File: src/hdl/ncsc_pkg.sv
// Shared types, constants and helpers for the nearest colour signature classifier.
// Used by ncsc_sig_ram, ncsc_dist and nearest_colour_signature_classifier_top.
// No dependencies.
package ncsc_pkg;

  localparam int TABLE_ENTRIES = 16;
  localparam int READING_BITS  = 10;

  localparam int FIELD_W   = 10;  // width of a reading field on the stream
  localparam int ENTRY_W   = 4;   // width of the entry_index / match_index fields
  localparam int DIST_W    = 24;  // width of match_distance
  localparam int IDX_W     = (TABLE_ENTRIES > 1) ? $clog2(TABLE_ENTRIES) : 1;
  localparam int CNT_W     = $clog2(TABLE_ENTRIES + 1);
  localparam int SQ_W      = 2 * READING_BITS;
  localparam int SUM_W     = 2 * READING_BITS + 4;
  localparam int LVL_WIDE  = READING_BITS + FIELD_W;
  localparam int SAT_W     = (SUM_W > DIST_W) ? SUM_W : DIST_W;
  localparam logic [DIST_W-1:0] DIST_MAX = {DIST_W{1'b1}};

  // Request kind carried on tuser.
  localparam logic ACT_LOAD     = 1'b0;
  localparam logic ACT_CLASSIFY = 1'b1;

  // Piece colour codes.
  localparam logic [1:0] COLOUR_NONE  = 2'd0;
  localparam logic [1:0] COLOUR_WHITE = 2'd1;
  localparam logic [1:0] COLOUR_BLACK = 2'd2;

  // Configuration register indexes (paddr[3:2]).
  localparam logic [1:0] REG_ENTRY_COUNT = 2'd0;
  localparam logic [1:0] REG_HALL_HIGH   = 2'd1;
  localparam logic [1:0] REG_HALL_LOW    = 2'd2;
  localparam logic [1:0] REG_IR_PRESENCE = 2'd3;

  typedef logic [READING_BITS-1:0] level_t;

  typedef struct packed {
    level_t red;
    level_t green;
    level_t blue;
  } sig_t;

  // Control that travels alongside an entry through the distance pipeline.
  typedef struct packed {
    logic             vld;
    logic             last;
    logic [IDX_W-1:0] idx;
  } tag_t;

  // Bring a stream reading field to the table's reading width.
  function automatic level_t to_level(input logic [FIELD_W-1:0] v);
    logic [LVL_WIDE-1:0] w;
    w = LVL_WIDE'(v);
    return w[READING_BITS-1:0];
  endfunction

endpackage

File: src/hdl/ncsc_sig_ram.sv
// Signature table: one synchronous memory, one write and one registered read port.
// Per-entry valid bits make unwritten entries read as zero after reset.
// Depends on ncsc_pkg.
module ncsc_sig_ram (
  input  logic                      clk,
  input  logic                      rst,
  input  logic                      we,
  input  logic [ncsc_pkg::IDX_W-1:0] waddr,
  input  ncsc_pkg::sig_t            wdata,
  input  logic                      re,
  input  logic [ncsc_pkg::IDX_W-1:0] raddr,
  output ncsc_pkg::sig_t            rdata
);

  ncsc_pkg::sig_t mem [ncsc_pkg::TABLE_ENTRIES];
  logic [ncsc_pkg::TABLE_ENTRIES-1:0] valid;
  ncsc_pkg::sig_t mem_q;
  logic vld_q;

  always_ff @(posedge clk) begin
    if (we) begin
      mem[waddr] <= wdata;
    end
    if (re) begin
      mem_q <= mem[raddr];
    end
  end

  always_ff @(posedge clk) begin
    if (rst) begin
      valid <= '0;
      vld_q <= 1'b0;
    end else begin
      if (we) begin
        valid[waddr] <= 1'b1;
      end
      if (re) begin
        vld_q <= valid[raddr];
      end
    end
  end

  assign rdata = vld_q ? mem_q : '0;

endmodule

File: src/hdl/ncsc_dist.sv
// Two-stage weighted squared distance unit: squares, then 5*r + 5*g + 4*b.
// Carries a control tag alongside each entry. Depends on ncsc_pkg.
module ncsc_dist (
  input  logic                       clk,
  input  logic                       rst,
  input  ncsc_pkg::tag_t             in_tag,
  input  ncsc_pkg::sig_t             sample,
  input  ncsc_pkg::sig_t             entry,
  output ncsc_pkg::tag_t             out_tag,
  output logic [ncsc_pkg::SUM_W-1:0] dist_sum
);

  ncsc_pkg::level_t dr, dg, db;
  logic [ncsc_pkg::SQ_W-1:0] sq_r, sq_g, sq_b;
  ncsc_pkg::tag_t tag_a;

  always_comb begin
    dr = (sample.red >= entry.red) ? sample.red - entry.red : entry.red - sample.red;
    dg = (sample.green >= entry.green) ? sample.green - entry.green
                                       : entry.green - sample.green;
    db = (sample.blue >= entry.blue) ? sample.blue - entry.blue : entry.blue - sample.blue;
  end

  // Stage A: the three squares in parallel.
  always_ff @(posedge clk) begin
    sq_r <= ncsc_pkg::SQ_W'(dr) * ncsc_pkg::SQ_W'(dr);
    sq_g <= ncsc_pkg::SQ_W'(dg) * ncsc_pkg::SQ_W'(dg);
    sq_b <= ncsc_pkg::SQ_W'(db) * ncsc_pkg::SQ_W'(db);
  end

  // Stage B: weighting by shift and add.
  always_ff @(posedge clk) begin
    dist_sum <= (ncsc_pkg::SUM_W'(sq_r) << 2) + ncsc_pkg::SUM_W'(sq_r)
              + (ncsc_pkg::SUM_W'(sq_g) << 2) + ncsc_pkg::SUM_W'(sq_g)
              + (ncsc_pkg::SUM_W'(sq_b) << 2);
  end

  always_ff @(posedge clk) begin
    if (rst) begin
      tag_a   <= '0;
      out_tag <= '0;
    end else begin
      tag_a   <= in_tag;
      out_tag <= tag_a;
    end
  end

endmodule

File: src/hdl/nearest_colour_signature_classifier_top.sv
// Top level of the nearest colour signature classifier; depends on ncsc_pkg.
// A load writes the table on acceptance; a classify over N = min(entry_count, 16)
// entries reads one entry per cycle with no stall. No new request is taken until a classify's
// result has entered the output register, which waits while an earlier result awaits m_tready.
// Reset (rst, synchronous) clears table valid bits, registers to defaults, sequencer, output.
module nearest_colour_signature_classifier_top (
  input  logic        clk,
  input  logic        rst,
  // Input stream.
  input  logic        s_tvalid,
  output logic        s_tready,
  // From bit 0 up: entry_index[3:0], red_level[13:4], green_level[23:14],
  // blue_level[33:24], hall_level[43:34], ir_level[53:44], zero pad[55:54].
  input  logic [55:0] s_tdata,
  // action: 0 loads a table entry, 1 classifies a sample.
  input  logic        s_tuser,
  // Result stream.
  output logic        m_tvalid,
  input  logic        m_tready,
  // From bit 0 up: match_found[0], match_index[4:1], match_distance[28:5],
  // piece_colour[30:29], piece_present[31].
  output logic [31:0] m_tdata,
  // Configuration port.
  input  logic        psel,
  input  logic        penable,
  input  logic        pwrite,
  input  logic [3:0]  paddr,
  input  logic [31:0] pwdata,
  output logic [31:0] prdata,
  output logic        pready
);

  // One-hot sequencer states.
  typedef enum logic [3:0] {
    ST_IDLE  = 4'b0001,  // waiting for a request
    ST_SCAN  = 4'b0010,  // issuing one table read per cycle
    ST_DRAIN = 4'b0100,  // waiting for the last entry to leave the distance pipeline
    ST_DONE  = 4'b1000   // result ready, waiting for the output register to free up
  } state_t;

  localparam int CW = (ncsc_pkg::CNT_W > 5) ? ncsc_pkg::CNT_W : 5;

  state_t state;

  // Configuration registers.
  logic [4:0] entry_count;
  logic [9:0] hall_high_threshold;
  logic [9:0] hall_low_threshold;
  logic [9:0] ir_presence_threshold;

  // Request fields.
  logic [ncsc_pkg::ENTRY_W-1:0] in_entry_index;
  logic [ncsc_pkg::FIELD_W-1:0] in_hall, in_ir;
  ncsc_pkg::sig_t in_sig;
  logic in_accept;

  // Sequencer registers.
  ncsc_pkg::sig_t sample;
  logic [ncsc_pkg::CNT_W-1:0] cnt_lim, rd_cnt;
  logic [1:0] colour;
  logic present;

  // Running best.
  logic found;
  logic [ncsc_pkg::SUM_W-1:0] best;
  logic [ncsc_pkg::IDX_W-1:0] best_idx;

  // Memory and pipeline connections.
  logic ram_we, rd_en;
  logic [ncsc_pkg::IDX_W-1:0] ram_waddr;
  ncsc_pkg::sig_t ram_rdata;
  ncsc_pkg::tag_t rd_tag, rd_tag_q, dist_tag;
  logic [ncsc_pkg::SUM_W-1:0] dist_sum;

  // Helper widenings.
  logic [ncsc_pkg::IDX_W+ncsc_pkg::ENTRY_W-1:0] wr_wide, best_wide;
  logic [CW-1:0] ec_wide;
  logic [ncsc_pkg::CNT_W-1:0] count_clamped;
  logic [ncsc_pkg::SAT_W-1:0] best_sat_wide;
  logic [ncsc_pkg::DIST_W-1:0] best_sat;
  logic [1:0] colour_next;
  logic out_load, last_issue;
  logic cfg_write;

  // ---------------------------------------------------------------------------
  // Request unpacking.
  // ---------------------------------------------------------------------------
  assign in_entry_index = s_tdata[3:0];
  assign in_sig.red     = ncsc_pkg::to_level(s_tdata[13:4]);
  assign in_sig.green   = ncsc_pkg::to_level(s_tdata[23:14]);
  assign in_sig.blue    = ncsc_pkg::to_level(s_tdata[33:24]);
  assign in_hall        = s_tdata[43:34];
  assign in_ir          = s_tdata[53:44];

  // Requests are only taken between classifications, so a table write never
  // overlaps a scan read and no forwarding is needed.
  assign s_tready  = (state == ST_IDLE);
  assign in_accept = s_tvalid && s_tready;

  // ---------------------------------------------------------------------------
  // Configuration port. Registers decode on paddr[3:2]; byte offsets are ignored.
  // ---------------------------------------------------------------------------
  assign pready    = 1'b1;
  assign cfg_write = psel && penable && pwrite && pready;

  always_ff @(posedge clk) begin
    if (rst) begin
      entry_count           <= 5'd13;
      hall_high_threshold   <= 10'd1023;
      hall_low_threshold    <= 10'd0;
      ir_presence_threshold <= 10'd600;
    end else if (cfg_write) begin
      unique case (paddr[3:2])
        ncsc_pkg::REG_ENTRY_COUNT: entry_count           <= pwdata[4:0];
        ncsc_pkg::REG_HALL_HIGH:   hall_high_threshold   <= pwdata[9:0];
        ncsc_pkg::REG_HALL_LOW:    hall_low_threshold    <= pwdata[9:0];
        ncsc_pkg::REG_IR_PRESENCE: ir_presence_threshold <= pwdata[9:0];
        default: ;
      endcase
    end
  end

  always_comb begin
    unique case (paddr[3:2])
      ncsc_pkg::REG_ENTRY_COUNT: prdata = 32'(entry_count);
      ncsc_pkg::REG_HALL_HIGH:   prdata = 32'(hall_high_threshold);
      ncsc_pkg::REG_HALL_LOW:    prdata = 32'(hall_low_threshold);
      ncsc_pkg::REG_IR_PRESENCE: prdata = 32'(ir_presence_threshold);
      default:                   prdata = '0;
    endcase
  end

  // ---------------------------------------------------------------------------
  // Table loads. An index beyond the table is dropped.
  // ---------------------------------------------------------------------------
  assign wr_wide   = (ncsc_pkg::IDX_W + ncsc_pkg::ENTRY_W)'(in_entry_index);
  assign ram_waddr = wr_wide[ncsc_pkg::IDX_W-1:0];
  assign ram_we    = in_accept && (s_tuser == ncsc_pkg::ACT_LOAD) &&
                     (wr_wide < (ncsc_pkg::IDX_W + ncsc_pkg::ENTRY_W)'(ncsc_pkg::TABLE_ENTRIES));

  // ---------------------------------------------------------------------------
  // Classify setup: clamp the search count and classify hall and IR right away.
  // ---------------------------------------------------------------------------
  assign ec_wide       = CW'(entry_count);
  assign count_clamped = (ec_wide > CW'(ncsc_pkg::TABLE_ENTRIES))
                         ? ncsc_pkg::CNT_W'(ncsc_pkg::TABLE_ENTRIES)
                         : ec_wide[ncsc_pkg::CNT_W-1:0];

  // The high test wins over the low test.
  always_comb begin
    if (in_hall > hall_high_threshold) begin
      colour_next = ncsc_pkg::COLOUR_WHITE;
    end else if (in_hall < hall_low_threshold) begin
      colour_next = ncsc_pkg::COLOUR_BLACK;
    end else begin
      colour_next = ncsc_pkg::COLOUR_NONE;
    end
  end

  // ---------------------------------------------------------------------------
  // Scan: one table read per cycle, each tagged with its index and a last mark.
  // ---------------------------------------------------------------------------
  assign rd_en      = (state == ST_SCAN);
  assign last_issue = (rd_cnt == cnt_lim - ncsc_pkg::CNT_W'(1));

  always_comb begin
    rd_tag.vld  = rd_en;
    rd_tag.last = last_issue;
    rd_tag.idx  = rd_cnt[ncsc_pkg::IDX_W-1:0];
  end

  // The tag is registered to line up with the registered memory read.
  always_ff @(posedge clk) begin
    if (rst) begin
      rd_tag_q <= '0;
    end else begin
      rd_tag_q <= rd_tag;
    end
  end

  ncsc_sig_ram u_sig_ram (
    .clk   (clk),
    .rst   (rst),
    .we    (ram_we),
    .waddr (ram_waddr),
    .wdata (in_sig),
    .re    (rd_en),
    .raddr (rd_cnt[ncsc_pkg::IDX_W-1:0]),
    .rdata (ram_rdata)
  );

  ncsc_dist u_dist (
    .clk      (clk),
    .rst      (rst),
    .in_tag   (rd_tag_q),
    .sample   (sample),
    .entry    (ram_rdata),
    .out_tag  (dist_tag),
    .dist_sum (dist_sum)
  );

  // ---------------------------------------------------------------------------
  // Sequencer and running minimum. The first entry always takes the lead, and a
  // later one replaces it only when strictly nearer, so a tie keeps the lower index.
  // ---------------------------------------------------------------------------
  assign out_load = (state == ST_DONE) && (!m_tvalid || m_tready);

  always_ff @(posedge clk) begin
    if (in_accept && (s_tuser == ncsc_pkg::ACT_CLASSIFY)) begin
      sample  <= in_sig;
      cnt_lim <= count_clamped;
      colour  <= colour_next;
      present <= (in_ir > ir_presence_threshold);
    end
    if (dist_tag.vld && (!found || dist_sum < best)) begin
      best     <= dist_sum;
      best_idx <= dist_tag.idx;
    end
  end

  always_ff @(posedge clk) begin
    if (rst) begin
      state  <= ST_IDLE;
      rd_cnt <= '0;
      found  <= 1'b0;
    end else begin
      if (dist_tag.vld) begin
        found <= 1'b1;
      end
      unique case (state)
        ST_IDLE: begin
          if (in_accept && (s_tuser == ncsc_pkg::ACT_CLASSIFY)) begin
            found  <= 1'b0;
            rd_cnt <= '0;
            state  <= (count_clamped == '0) ? ST_DONE : ST_SCAN;
          end
        end
        ST_SCAN: begin
          rd_cnt <= rd_cnt + ncsc_pkg::CNT_W'(1);
          if (last_issue) begin
            state <= ST_DRAIN;
          end
        end
        ST_DRAIN: begin
          if (dist_tag.vld && dist_tag.last) begin
            state <= ST_DONE;
          end
        end
        ST_DONE: begin
          if (out_load) begin
            state <= ST_IDLE;
          end
        end
        default: state <= ST_IDLE;
      endcase
    end
  end

  // ---------------------------------------------------------------------------
  // Output register. Distances beyond 24 bits saturate; an empty search reports
  // index and distance zero.
  // ---------------------------------------------------------------------------
  assign best_sat_wide = ncsc_pkg::SAT_W'(best);
  assign best_sat      = (best_sat_wide > ncsc_pkg::SAT_W'(ncsc_pkg::DIST_MAX))
                         ? ncsc_pkg::DIST_MAX : best_sat_wide[ncsc_pkg::DIST_W-1:0];
  assign best_wide     = (ncsc_pkg::IDX_W + ncsc_pkg::ENTRY_W)'(best_idx);

  always_ff @(posedge clk) begin
    if (out_load) begin
      m_tdata[0]     <= found;
      m_tdata[4:1]   <= found ? best_wide[ncsc_pkg::ENTRY_W-1:0] : '0;
      m_tdata[28:5]  <= found ? best_sat : '0;
      m_tdata[30:29] <= colour;
      m_tdata[31]    <= present;
    end
  end

  always_ff @(posedge clk) begin
    if (rst) begin
      m_tvalid <= 1'b0;
    end else if (out_load) begin
      m_tvalid <= 1'b1;
    end else if (m_tready) begin
      m_tvalid <= 1'b0;
    end
  end

  // ---------------------------------------------------------------------------
  // Assertions.
  // ---------------------------------------------------------------------------
  // A table write never lands in the same cycle as a scan read.
  a_no_rw_overlap: assert property (@(posedge clk) disable iff (rst)
    !(ram_we && rd_en))
    else $error("table write overlaps a scan read");

  // The output register is never overwritten while it holds an untaken result.
  a_no_overwrite: assert property (@(posedge clk) disable iff (rst)
    (m_tvalid && !m_tready) |=> ($stable(m_tdata) && m_tvalid))
    else $error("pending result overwritten");

  // An empty search reports index and distance zero.
  a_empty_zero: assert property (@(posedge clk) disable iff (rst)
    (m_tvalid && !m_tdata[0]) |-> (m_tdata[28:1] == '0))
    else $error("empty search carries a nonzero index or distance");

  // Results from the distance pipeline only arrive while a classification runs.
  a_dist_in_scan: assert property (@(posedge clk) disable iff (rst)
    dist_tag.vld |-> (state == ST_SCAN || state == ST_DRAIN))
    else $error("distance result outside a scan");

endmodule
File: config.mk
export PLATFORM = sky130hd
export DESIGN_NAME = nearest_colour_signature_classifier_top
export DESIGN_NICKNAME = d
export VERILOG_FILES = /design/src/hdl/ncsc_pkg.sv /design/src/hdl/ncsc_sig_ram.sv /design/src/hdl/ncsc_dist.sv /design/src/hdl/nearest_colour_signature_classifier_top.sv
export SDC_FILE = /design/constraint.sdc
export NUM_CORES = 2
export LEC_CHECK = 0
export BUFFER_PORTS_ARGS = -buffer_cell sky130_fd_sc_hd__buf_4
export CORE_UTILIZATION = 25
export DETAILED_ROUTE_END_ITERATION = 8
export PLACE_DENSITY_LB_ADDON = 0.12
export SYNTH_ARGS = -nofsm -noshare
export SYNTH_HDL_FRONTEND = slang
export SYNTH_SLANG_ARGS = --single-unit
File: constraint.sdc
create_clock -name clk -period 8.1 [get_ports clk]
set_input_delay 0 -clock clk [delete_from_list [all_inputs] [get_ports clk]]
set_output_delay 0 -clock clk [all_outputs]
set_load 0.005 [all_outputs]
; Word level (Yosys, flattened, before mapping)
; Memories as Yosys holds them, arrays and structs flattened. A register that Yosys moved wholly into a read port is not among the register bits.
; Cells that the tools add are included.
[totals]
mem_count = 1
input_bits = 100
ram_bits = 480
word_cells = 127
out_inout_bits = 67
ff_bits = 263
[mem_list]
columns = name, words, width, rd, rd_ports_with_merged_regs, wr, line_no
row1 = u_sig_ram.mem, 16, 30, 1, 1, 1, ncsc_sig_ram.sv:15  ; ncsc_pkg::sig_t mem [ncsc_pkg::TABLE_ENTRIES];
[op_classes]
add_sub_neg = 12
n_eq_ne = 12
n_mul = 3
bitwise = 2
muxes = 27
magnitude_cmp = 13
reduce_logical = 24
[op_table]
columns = operator, n
row1 = case mux 32 bit (4 select lines), 1
row2 = multiplier 10 x 10 -> 20 bit, 3
row3 = subtractor 10 bit, 6
row4 = adder 24 x 22 -> 24 bit, 2
row5 = >= comparator 10 bit, 3
row6 = two-way mux 10 bit, 3
row7 = two-way mux 30 bit, 1
row8 = adder 24 x 20 -> 24 bit, 1
row9 = "greater-than comparator 24 bit, second input constant", 1
row10 = < comparator 24 bit, 1
row11 = two-way mux 24 bit, 1
row12 = adder 22 x 20 -> 23 bit, 1
row13 = greater-than comparator 10 bit, 2
row14 = two-way mux 4 bit, 5
row15 = OR 16 bit, 1
row16 = case mux 4 bit (4 select lines), 1
row17 = "< comparator 4 x 5 -> 1 bit, second input constant", 3
row18 = logical AND 1 bit, 10
row19 = < comparator 10 bit, 1
row20 = two-way mux 5 bit, 2
row21 = case mux 5 bit (2 select lines), 1
row22 = AND reduction 2 bit, 5
row23 = two-way mux 1 bit, 9
row24 = "adder 5 x 1 -> 5 bit, second input constant", 1
row25 = other kinds (22), 28

; Depth between registers and ports, before layout
[depth]
ltp_word = 6
ltp_mapped = 37
ltp_nobuf = 35

; Cells and area by module
; From an unflattened synthesis, not the netlist that was laid out.
[unflattened]
cells_unflattened = 3060
area_unflattened_um2 = 41712.5
[by_module_without_submodules]
columns = mod, area_each_um2, seq_area_each_um2, cells_each, n_inst
row1 = ncsc_sig_ram, 19895.3, 15655.0, 815, 1
row2 = ncsc_dist, 14863.0, 1861.8, 1644, 1
row3 = nearest_colour_signature_classifier_top, 6954.2, 3983.8, 601, 1

; Worst setup path before layout
; OpenSTA, ideal clock, no wires.
[synth_timing]
path_kind = register to register
start = reg u_sig_ram.vld_q
end = reg u_dist.sq_r[18] in the netlist's numbering
arrival_time_ns = 7.693
path_stages_with_launch = 35
t_required_ns = 8.028
n_path_buf = 3
path_slack_ns = 0.335
synth_period_minus_slack_ns = 7.765
setup_time_ns = 0.072
path_cell_list = dfxtp_1 clkbuf_1 nand2_1 inv_1 ha_1 inv_1 fa_1 a21o_1 a21o_1 a211oi_1 o21ai_1 buf_4 mux2_2 a21oi_1 o21ai_1 xnor2_1 buf_2 nor2_1 fa_1 inv_1 fa_1 fa_1 inv_1 fa_1 fa_1 ha_1 a21oi_1 o21ai_1 a21oi_1 o21bai_1 a31o_1 a2111o_1 a31o_1 a21oi_1 xnor2_1
[synth_between]
elab_chain_len = 4
word_cells_on_any_way = 6
classes_between = add/sub (2) / mul (1) / order compare (1) / mux (2)
[synth_lines]
columns = element, line_no
row1 = start: declaration, ncsc_sig_ram.sv:18  ; logic vld_q;
row2 = start signal: assignment, ncsc_sig_ram.sv:38  ; vld_q <= valid[raddr];
row3 = two-way mux 30 bit (*), ncsc_sig_ram.sv:43  ; assign rdata = vld_q ? mem_q : '0;
row4 = subtractor 10 bit or >= comparator 10 bit (tied branches), ncsc_dist.sv:18  ; dr = (sample.red >= entry.red) ? sample.red - entry.red : entry.red - sample.red;
row5 = two-way mux 10 bit (*), ncsc_dist.sv:18
row6 = multiplier 10 x 10 -> 20 bit (*), ncsc_dist.sv:26  ; sq_r <= ncsc_pkg::SQ_W'(dr) * ncsc_pkg::SQ_W'(dr);
row7 = end signal: assignment, ncsc_dist.sv:26
row8 = end: declaration, ncsc_dist.sv:14  ; logic [ncsc_pkg::SQ_W-1:0] sq_r, sq_g, sq_b;
; Every way passes the cells marked *; elsewhere a longest branch is shown, timed or not.
; A chain may end at the register's enable or synchronous reset.

; Worst setup path in the final report
[layout_timing]
start = reg u_sig_ram.vld_q
end = reg u_dist.sq_b[18] in the netlist's numbering
[layout_between]
elab_chain_len = 4
word_cells_on_any_way = 6
classes_between = add/sub (2) / mul (1) / order compare (1) / mux (2)
[layout_lines]
columns = element, line_no
row1 = two-way mux 30 bit (*), ncsc_sig_ram.sv:43
row2 = subtractor 10 bit or >= comparator 10 bit (tied branches), ncsc_dist.sv:21  ; db = (sample.blue >= entry.blue) ? sample.blue - entry.blue : entry.blue - sample.blue;
row3 = two-way mux 10 bit (*), ncsc_dist.sv:21
row4 = multiplier 10 x 10 -> 20 bit (*), ncsc_dist.sv:28  ; sq_b <= ncsc_pkg::SQ_W'(db) * ncsc_pkg::SQ_W'(db);
row5 = end signal: assignment, ncsc_dist.sv:28
row6 = end: declaration, ncsc_dist.sv:14
; Marked as above.

==> results.ini <==
[yosys]
synthSimpleGateAreaFrac_pct=6.55
syn_inst=3066
synthArstFlopShare_pct=0
synth-seq-cells=770
ys.flop_type=edfxtp_1
yosysSeqAreaShare_pct=51.7
yosys-top-cells-area=edfxtp_1 (44%), ha_1 (9.1%), fa_1 (9.0%), mux4_2 (8.7%), dfxtp_1 (7.8%)
synth_area_um2=41600
synth.largest_area_cell=edfxtp_1
synthAdderAreaFrac_pct=18.0
synth_commonest_cells=edfxtp_1 (608), inv_1 (408), ha_1 (301), nor2_1 (218), fa_1 (186)
synth_edf_count=608
synth_xor_area_share_pct=2.97
synth_top_family_by_area=adder cells
yosysMostFrequentCell=edfxtp_1
synth_cell_type_count=88
synth_compound_area_share_pct=6.22
synthDominantCellAreaShare_pct=43.9
syn_avg_cell_area_um2=13.6
synth.area.mux_share_pct=9.64
synth_warnings=0

[floorplanning]
die_w_um=410
ioPinCount=167
die_area_um2=168000
coreArea_um2=165000
start_util_pct=25.2
die_y_um=410
rows=149

[sta]
hold_viol_final=0
skew_ns=0.0843
timing.final.crit_period_ns=7.64
slew_headroom_pct=32.3
setup_viol=0
slew_violations=0
tns_ns=0
max_freq_mhz=131
worstMarginPinSlew_ns=1.02
period_share_pct=94.3

[layout]
area.sequential_um2=21500
final_net_count=3919
n_fill_cell=16700
utilization_pct=29.8
areaGrowthSynthToFinish_pct=18.3
multi_input_area_um2=18400
layout-drive-gt1-share_pct=17.7

[global_routing]
grt_max_degree=97
grt_pass1_wl_um=159000
antenna_found_initial=5
grt_usage_pct=12.5
grt_pass1_vias=25300
gr-total-overflow=0

[setup_path]
path_class=register to register
slowest_stage=fa_1
path_max_fanout=9
critPathRequiredTime_ns=8.67
path_common_cell=fa_1
cp-end-kind=register
cp.arrival_ns=8.21
critPathLaunchType=register
crit_buf_inv=4
cpLargestDelayFamily=adder cells
crit_path_max_incr_delay_ns=0.54

[placed_design]
dp.final_hpwl_um=67200
globalplace.congestion=0.753
io_buffer_count=117

[route]
first_iter_violations=1330
drt_wl_total_um=103000
drc=32
routed-via-count=23500
first_pass_iters=7
wire_per_inst_um=18.5
route.antenna.remaining_nets=0
viasPerCell=4.21

[clock_tree]
cts_buffers=91
cts_tree=done
cts-htree-levels=3
insertion_delay_ns=0.71
cts_sinks=770
clockBufferDepth=3
cts_root_buffer=clkbuf_16
clk_pin_slew_ns=0.06

[outcome]
status=finished with violations
violations=DRC

[flow_run]
drv_cap=0

[worst_hold_path]
hold_path_class=input pin to register

==> metrics by stage <==
step	hold slack (ns)	area [um^2]	worst slack (ns)	instances
finish	0.0550	49200	0.460	5589
global route	0.0645	49200	-0.0163	5588
global placement	0.242	45600	0.197	5373
detailed placement	0.242	45600	0.141	5373
floorplan	0.0989	41700	0.335	3089
CTS	0.00348	49100	0.101	5587
==> final timing paths <==
path	startpoint	end	slack (ns)	cells after the start
max	u_sig_ram.vld_q$_SDFFE_PP0P_	u_dist.sq_b[18]$_DFF_P_	0.46	29
min reg2reg	u_dist.out_tag[1]$_SDFF_PP0_	best_idx[1]$_DFFE_PP_	0.40	0
min	paddr[3]	ir_presence_threshold[5]$_SDFFE_PP0P_	0.05	4
max reg2reg	u_sig_ram.vld_q$_SDFFE_PP0P_	u_dist.sq_b[18]$_DFF_P_	0.46	29
==> cell families (layout without fill, tap and decap cells) <==
| kind of cell | count (synthesis) | after routing |
|---|---|---|
| compound gates | 383 | 383 |
| buf+inv | 514 | 823 |
| simple gates | 576 | 576 |
| xor+xnor | 136 | 136 |
| fa+ha+maj | 487 | 487 |
| other cells | 2 | 27 |
| mux | 198 | 198 |
| flops | 770 | 770 |
==> state kept, by name, summed over array words and instances, names as in the netlist, 19 cells and up <==
register and count:
m_tdata 32, u_sig_ram.mem 480, u_sig_ram.mem_q 30, u_dist.sq_b 19, u_dist.sq_r 19, sample 30
best 24, u_dist.sq_g 19, u_dist.dist_sum 24
==> routing by layer <==
layer	global-route usage (%)	routed length, um	vias up
met5	0	46	-
met4	2.61	1540	8
met3	1.89	2820	107
met2	21.1	50000	245
met1	16.8	48900	11800
li1	-	-	11300
==> worst min-delay path, stage by stage <==
cell,delay [ns]
buf_4,0.18
nand3_1,0.29
nand2_1,0.09
a21oi_1,0.12
==> area by class of cell <==
type,count,area share [%]
antenna,2,0.0102
clock buffer,122,4.99
clock inverter,37,0.944
inverter,410,3.13
multi-input combinational,1805,37.4
sequential,770,43.7
tap,2189,5.57
timing repair buffer,254,4.21
==> what timing repair did <==
item,CTS,global route
endpoints found under the hold margin,586,0
gates resized for setup,0,25
hold buffers,55,0
buffers inserted,0,0
setup endpoints to repair,0,15
==> placed cells by master (no fill, tap or decap), types with 8 or more instances in the layout <==
cell / n
a211o_1: 22
a21o_1: 41
a21oi_1: 123
and2_1: 39
and3_1: 8
buf_4: 197
clkbuf_1: 27
clkbuf_16: 93
clkinv_1: 10
clkinv_2: 11
conb_1: 25
dfxtp_1: 157
dlygate4sd3_1: 55
edfxtp_1: 608
fa_1: 186
ha_1: 301
inv_1: 407
mux2_2: 8
mux2i_1: 26
mux4_2: 160
nand2_1: 120
nand2b_1: 22
nand3_1: 25
nand4_1: 12
nor2_1: 204
nor2_4: 12
nor2b_1: 53
nor3_1: 27
o21a_1: 18
o21ai_0: 49
o21ai_1: 10
o21bai_1: 31
or2_2: 23
xnor2_1: 74
xnor2_2: 8
xor2_1: 51
Power is left out: the tool's default activity adds up to more than one toggle a clock period on the data nets, which glitch-free logic cannot reach.
